`src/sv/ascii_pixel_row_column_picker_assert.svh`:
```
// Assertion macros for the row/column picker.
`ifndef ASCII_PIXEL_ROW_COLUMN_PICKER_ASSERT_SVH
`define ASCII_PIXEL_ROW_COLUMN_PICKER_ASSERT_SVH

// same-cycle implication
`define APPCP_ASSERT_IMP(lbl, ante, cons, msg) \
    lbl: assert property (@(posedge i_clk) disable iff (!i_rst_n) (ante) |-> (cons)) \
        else $error(msg);

// next-cycle implication
`define APPCP_ASSERT_NXT(lbl, ante, cons, msg) \
    lbl: assert property (@(posedge i_clk) disable iff (!i_rst_n) (ante) |=> (cons)) \
        else $error(msg);

`endif

```
`src/sv/appcp_pkg.sv`:
```
// ----------------------------------------------------------------------------
// appcp_pkg
// Shared widths, codes and result type of the ASCII pixel row/column picker.
// ----------------------------------------------------------------------------
`default_nettype none

package appcp_pkg;

    localparam int MAX_LEDS_DEF = 128;
    localparam int CHANNELS_DEF = 3;
    localparam int POS_W_DEF    = 16;

    localparam int OP_W       = 2;
    localparam int CHAR_W     = 8;
    localparam int LED_W      = 7;
    localparam int CH_W       = 2;
    localparam int MAPPOS_W   = 16;
    localparam int VAL_W      = 8;
    localparam int HDR_W      = 4;
    localparam int LIMIT_W    = 8;
    localparam int CFG_IDX_W  = 1;
    localparam int CFG_DATA_W = 8;

    localparam logic [OP_W-1:0] OP_TEXT = 2'd0;
    localparam logic [OP_W-1:0] OP_MAP  = 2'd1;
    localparam logic [OP_W-1:0] OP_FILE = 2'd2;

    localparam logic [CFG_IDX_W-1:0] CFG_HEADER_LINES = 1'd0;
    localparam logic [CFG_IDX_W-1:0] CFG_LEDS_IN_USE  = 1'd1;

    localparam logic [HDR_W-1:0]   HDR_RESET  = 4'd3;
    localparam logic [LIMIT_W-1:0] LEDS_RESET = 8'd128;

    localparam logic [CHAR_W-1:0] CHAR_NL   = 8'h0A;
    localparam logic [CHAR_W-1:0] CHAR_SP   = 8'h20;
    localparam logic [CHAR_W-1:0] CHAR_ZERO = 8'h30;

    localparam logic KIND_PIXEL = 1'b0;
    localparam logic KIND_EOL   = 1'b1;

    typedef struct packed {
        logic               kind;
        logic [LED_W-1:0]   led;
        logic [CH_W-1:0]    channel;
        logic [VAL_W-1:0]   value;
    } t_result;

    // acc*10 + (c - '0'), modulo 256
    function automatic logic [VAL_W-1:0] f_digit_step(input logic [VAL_W-1:0] acc,
                                                      input logic [CHAR_W-1:0] c);
        logic [VAL_W-1:0] x8;
        logic [VAL_W-1:0] x2;
        x8 = acc << 3;
        x2 = acc << 1;
        return x8 + x2 + c - CHAR_ZERO;
    endfunction

endpackage

`default_nettype wire

```
`src/sv/appcp_outbuf.sv`:
```
// ----------------------------------------------------------------------------
// appcp_outbuf
// Output register with a one-entry skid stage.
// ----------------------------------------------------------------------------
`default_nettype none

module appcp_outbuf import appcp_pkg::*; (
    input  wire logic    i_clk,
    input  wire logic    i_rst_n,
    input  wire logic    i_push,
    input  wire t_result i_item,
    output logic         o_room,
    output logic         o_valid,
    input  wire logic    i_ready,
    output t_result      o_item
);

    logic    r_out_valid, n_out_valid;
    logic    r_skid_valid, n_skid_valid;
    t_result r_out, n_out;
    t_result r_skid, n_skid;

    assign o_room  = !r_skid_valid;
    assign o_valid = r_out_valid;
    assign o_item  = r_out;

    always_comb begin
        n_out_valid  = r_out_valid;
        n_skid_valid = r_skid_valid;
        n_out        = r_out;
        n_skid       = r_skid;
        if (!r_out_valid || i_ready) begin
            if (r_skid_valid) begin
                n_out        = r_skid;
                n_out_valid  = 1'b1;
                n_skid_valid = 1'b0;
            end else begin
                n_out       = i_item;
                n_out_valid = i_push;
            end
        end else if (i_push) begin
            // output stalled: park the new result
            n_skid       = i_item;
            n_skid_valid = 1'b1;
        end
    end

    always_ff @(posedge i_clk) begin
        if (!i_rst_n) begin
            r_out_valid  <= 1'b0;
            r_skid_valid <= 1'b0;
        end else begin
            r_out_valid  <= n_out_valid;
            r_skid_valid <= n_skid_valid;
        end
        r_out  <= n_out;
        r_skid <= n_skid;
    end

endmodule

`default_nettype wire

```
`config.mk`:
```
export PLATFORM = sky130hd
export DESIGN_NAME = appcp_outbuf
export DESIGN_NICKNAME = d
export VERILOG_FILES = /design/src/sv/ascii_pixel_row_column_picker_assert.svh /design/src/sv/appcp_pkg.sv /design/src/sv/appcp_outbuf.sv
export SDC_FILE = /design/constraint.sdc
export NUM_CORES = 1
export LEC_CHECK = 0
export BUFFER_PORTS_ARGS = -buffer_cell sky130_fd_sc_hd__buf_2
export CAP_MARGIN = 20
export CELL_PAD_IN_SITES_DETAIL_PLACEMENT = 1
export CELL_PAD_IN_SITES_GLOBAL_PLACEMENT = 1
export CORE_MARGIN = 10
export CORE_UTILIZATION = 42
export CTS_CLUSTER_SIZE = 40
export DETAILED_ROUTE_END_ITERATION = 16
export PLACE_DENSITY = 0.75
export SLEW_MARGIN = 10
export SYNTH_ARGS = -nofsm -noshare
export SYNTH_HDL_FRONTEND = slang
export SYNTH_SLANG_ARGS = --single-unit
```
`constraint.sdc`:
```
create_clock -name i_clk -period 2.9 [get_ports i_clk]
set_clock_uncertainty 0.05 [all_clocks]
set_input_delay 0.145 -clock i_clk [delete_from_list [all_inputs] [get_ports i_clk]]
set_output_delay 0.145 -clock i_clk [all_outputs]
set_load 0.1 [all_outputs]
```
== Word-level counts from Yosys, hierarchy flattened ==
Cells that the tools add are included.

* Bitwise gates (word level): 2
* Order comparisons: 0
* Reductions and logical operators: 5
* Shift-type cells: 0
* Multiply operators: 0
* Eq/ne operators: 0
* $add $sub $neg: 0
* Muxes and demuxes: 2
* Divide/modulo/power cells: 0

{| class="wikitable"
|+ Operators with widths
! kind !! count
|-
| $mux 18 || 1
|-
| $logic_not 1->1 || 2
|-
| $not 1->1 || 2
|-
| $reduce_and 2->1 || 1
|-
| $reduce_or 2->1 || 1
|-
| $logic_or 1x1->1 || 1
|-
| $mux 1 || 1
|}

* Bits of input ports: 22
* RAM bits: 0
* Logic and storage cells: 19
* Memories kept: 0
* Latch bits: 0
* Output and inout port bits: 20
* Memory bits (read-only): 0
* Register bits: 38

== Longest topological paths before layout ==
* Depth after elaboration: 4
* Gate-level depth with buffers: 3
* Gate-level depth less buffers: 2

== Worst setup path before layout ==
Ideal clock, no wire load.

* Path kind: register -> register
* From: reg r_out_valid (netlist: o_valid)
* To: reg r_skid[0] (netlist name), enable pin
* Data arrival time: 2.546 ns
* Cell stages (with the launch flop): 3
* Path buffers: 0
* Slack: -0.089 ns
* Library setup time: 0.393 ns
* Data required time: 2.457 ns
* Period minus slack after synthesis: 2.989 ns
* Cell sequence: dfxtp_1 nand2b_1 nor2_1

* Cells in the longest elaborated chain, start to end: 4

{| class="wikitable"
|+ Ends and longest elaborated chain
! what !! RTL line !! text
|-
| start, declared || appcp_outbuf.sv:18 || <nowiki>logic r_out_valid, n_out_valid;</nowiki>
|-
| start signal, assigned || appcp_outbuf.sv:53 || <nowiki>r_out_valid <= n_out_valid;</nowiki>
|-
| $logic_not 1->1 || appcp_outbuf.sv:32 || <nowiki>if (!r_out_valid || i_ready) begin</nowiki>
|-
| $logic_or 1x1->1 || appcp_outbuf.sv:32 ||
|-
| $not 1->1 (no line) || n/a ||
|-
| $reduce_and 2->1 (no line) || n/a ||
|-
| end signal, assigned || appcp_outbuf.sv:57 || <nowiki>r_skid <= n_skid;</nowiki>
|-
| end, declared || appcp_outbuf.sv:21 || <nowiki>t_result r_skid, n_skid;</nowiki>
|}

Every way passes these cells.
A chain may end at the register's enable or synchronous reset.

== Worst setup path in the final report ==
* From: reg r_skid_valid
* To: out o_room

* Cells in the longest elaborated chain, start to end: 1

{| class="wikitable"
|+ Ends and longest elaborated chain
! what !! RTL line !! text
|-
| start, declared || appcp_outbuf.sv:19 || <nowiki>logic r_skid_valid, n_skid_valid;</nowiki>
|-
| start signal, assigned || appcp_outbuf.sv:54 || <nowiki>r_skid_valid <= n_skid_valid;</nowiki>
|-
| $logic_not 1->1 || appcp_outbuf.sv:23 || <nowiki>assign o_room = !r_skid_valid;</nowiki>
|-
| end, declared || appcp_outbuf.sv:12 || <nowiki>output logic o_room,</nowiki>
|}

Every way passes these cells.

==> out/metrics.yaml <==
crit_chain: "buf_4 -> inv_1 -> buf_2"
rsz0062_at_grt: "false"
synth_top_area_cell: "edfxtp_1"
synth_seq_cells: 38
rows: 21
tightest_slew_ps: 904.6
dr.pass1.iters: 2
startpoint: "r_skid_valid$_SDFFE_PP0P_"
slew_headroom: 0.3963
clock.fmax_mhz: 511.6
finalPower_mw: 1.130
p_leak_nw: 0.7819
drt_iter0_drc: 45
cpPeakStageDelay_ps: 720
setup_tns_ps: 0
setup_viol: 0
r2r_setup_slack_ps: 1120
die_y_um: 78.91
fin_nets: 154
r2r_end: "r_skid[3]$_DFFE_PP_"
rr_startpoint: "o_valid$_SDFFE_PN0P_"
cp-endpoint: "o_room"
synthDistinctLibCells: 10
crit_cells: 3
postSynth.topFlopCell: "edfxtp_1"
yosysMostFrequentCell: "edfxtp_1"
grt_overflow_total: 0
cts_resized: 0
critPathTopFamily: "flip-flops"
cts_root_buf: "clkbuf_4"
cap_violations: 0
grt_pass1_wl_um: 4698
cts_buffers: 5
hold_viol: 0
antenna_cells: 0
final-max-slew-violation-count: 0
syn2layout_area_growth_pct: 33.56
dp_slack_ps: 1122
antenna_found_initial: 0
syn_nets: 87
cts.path.max_buffers: 2
drtAntennaViolNets: 0
avgViaCountPerCell: 4.418
endpoint_kind: "output pin"
synthCells: 65
fin_ws_ps: 945.5
cp_data_arrival_time_ps: 1760
syn-mean-instance-area_um2: 22.43
synth_area_leaders: "edfxtp_1 (74%), mux2_4 (19%), dfxtp_1 (2.7%)"
wl_per_cell_um: 16.49
p_per_area_mw_per_mm2: 580.2
clk_pin_slew_ps: 100
path_buf_inv: 3
vdd_drop_max_v: 0.0002635
start_util: 0.4368
io_pins: 42
fp.dieW_um: 78.91
drive_above_1_share: 0.5267
finalNonFillerCells: 177
dieArea_mm2: 0.006227
port_buffers: 41
gr-usage-all-layers: 0.1008
vias: 782
grt_max_degree: 22
clock-sinks: 38
dp_cells: 152
layout_worst_path_cycle_share: 0.6740
critical_path_class: "flop to output pin"
cts_tree: "built"
critPathMaxFanout: 11
yosys-top-cells-count: "edfxtp_1 (36), mux2_4 (18), buf_6 (2), dfxtp_1 (2), inv_1 (2)"
r2r_cells: 3
place_congestion: 0.6693
synth_edf_count: 36
drc: 0
clk_latency_ps: 330
grt_pass1_vias: 899
status: "complete, no violations"
hold_class: "input pin to flop"
start_kind: "flop"
yosysSeqAreaShare: 0.7691
yosysWarnings: 0
required_ps: 2710
synthesis.area_mm2: 0.001458
cp_slowest_cell: "dfxtp_1"
synth_top_area_share: 0.7416
htreeDepth: 2
async_flop_share: 0
fin_crit_ps: 1954
core_mm2: 0.003337
routed_wl_um: 2918
## worst register-to-register path, stage by stage (launching register included)
cell	delay [ps]
dfxtp_1	350
nand2b_1	70
buf_4	230
nor2_2	720
## logic make-up after synthesis
logic type	Yosys count	share of synthesized area
compound gates	1	0.005152
buf+inv	4	0.02060
mux	18	0.1854
simple gates	4	0.01974
flops	38	0.7691
## per-stage QoR
step / util / hold slack, ps / area (µm²)
CTS: 0.5834 / 48.11 / 1947
global placement: 0.5141 / 292.4 / 1715
detailed placement: 0.5141 / 290.8 / 1715
finish: 0.5834 / 63.44 / 1947
floorplan: - / 193.9 / 1460
global route: 0.5834 / 20.86 / 1947
## state kept, by name, summed over array words and instances, names as in the netlist
name,cells
o_valid,1
r_skid_valid,1
r_skid,18
o_item,18
## cells in the final DEF, fill, tap and decap left out, drive strengths merged
cell / instances
buf: 43
edfxtp: 36
dlygate4sd3: 19
mux2: 18
clkbuf: 5
inv: 2
nor2: 2
dfxtp: 2
nand2b: 1
a21boi: 1
nor3b: 1
clkinv: 1
## power by group
group | internal, mW | switching, mW
clock network | 0.0829 | 0.158
logic | 0.0637 | 0.188
registers | 0.630 | 0.00744
total | 0.777 | 0.353
## worst min-delay path by stage
stage	cells after the start	from	slack, ps	endpoint
2_1_floorplan	0	i_item[0]	190	r_skid[0]$_DFFE_PP_
3_3_place_gp	1	i_item[13]	290	r_skid[13]$_DFFE_PP_
3_5_place_dp	1	i_item[17]	290	r_skid[17]$_DFFE_PP_
4_1_cts	3	i_push	50	o_valid$_SDFFE_PN0P_
5_1_grt	3	i_push	20	o_valid$_SDFFE_PN0P_
6_report	3	i_push	60	o_valid$_SDFFE_PN0P_
## what timing repair did
item                       CTS  global route
setup buffers                0             0
hold endpoints to repair    19             0
hold buffers                19             0
setup endpoints to repair    0             0
## final cells by class
cell class                 count  area [µm²]
clock buffer                   5       37.54
multi-input combinational     23       309.0
tap                           46       57.56
inverter                       2       7.507
sequential                    38        1121
fill                         327        1390
clock inverter                 1       3.754
timing repair buffer          62       410.4
## per-layer routing
| layer | vias to the layer above | track usage | wire (µm) |
|---|---|---|---|
| met5 | - | 0 | 0 |
| met4 | 0 | 0.05376 | 43 |
| met3 | 4 | 0.05180 | 211 |
| met2 | 25 | 0.1661 | 1513 |
| met1 | 371 | 0.1025 | 1149 |
| li1 | 382 | - | - |
Power figures use the tool's default switching activity.
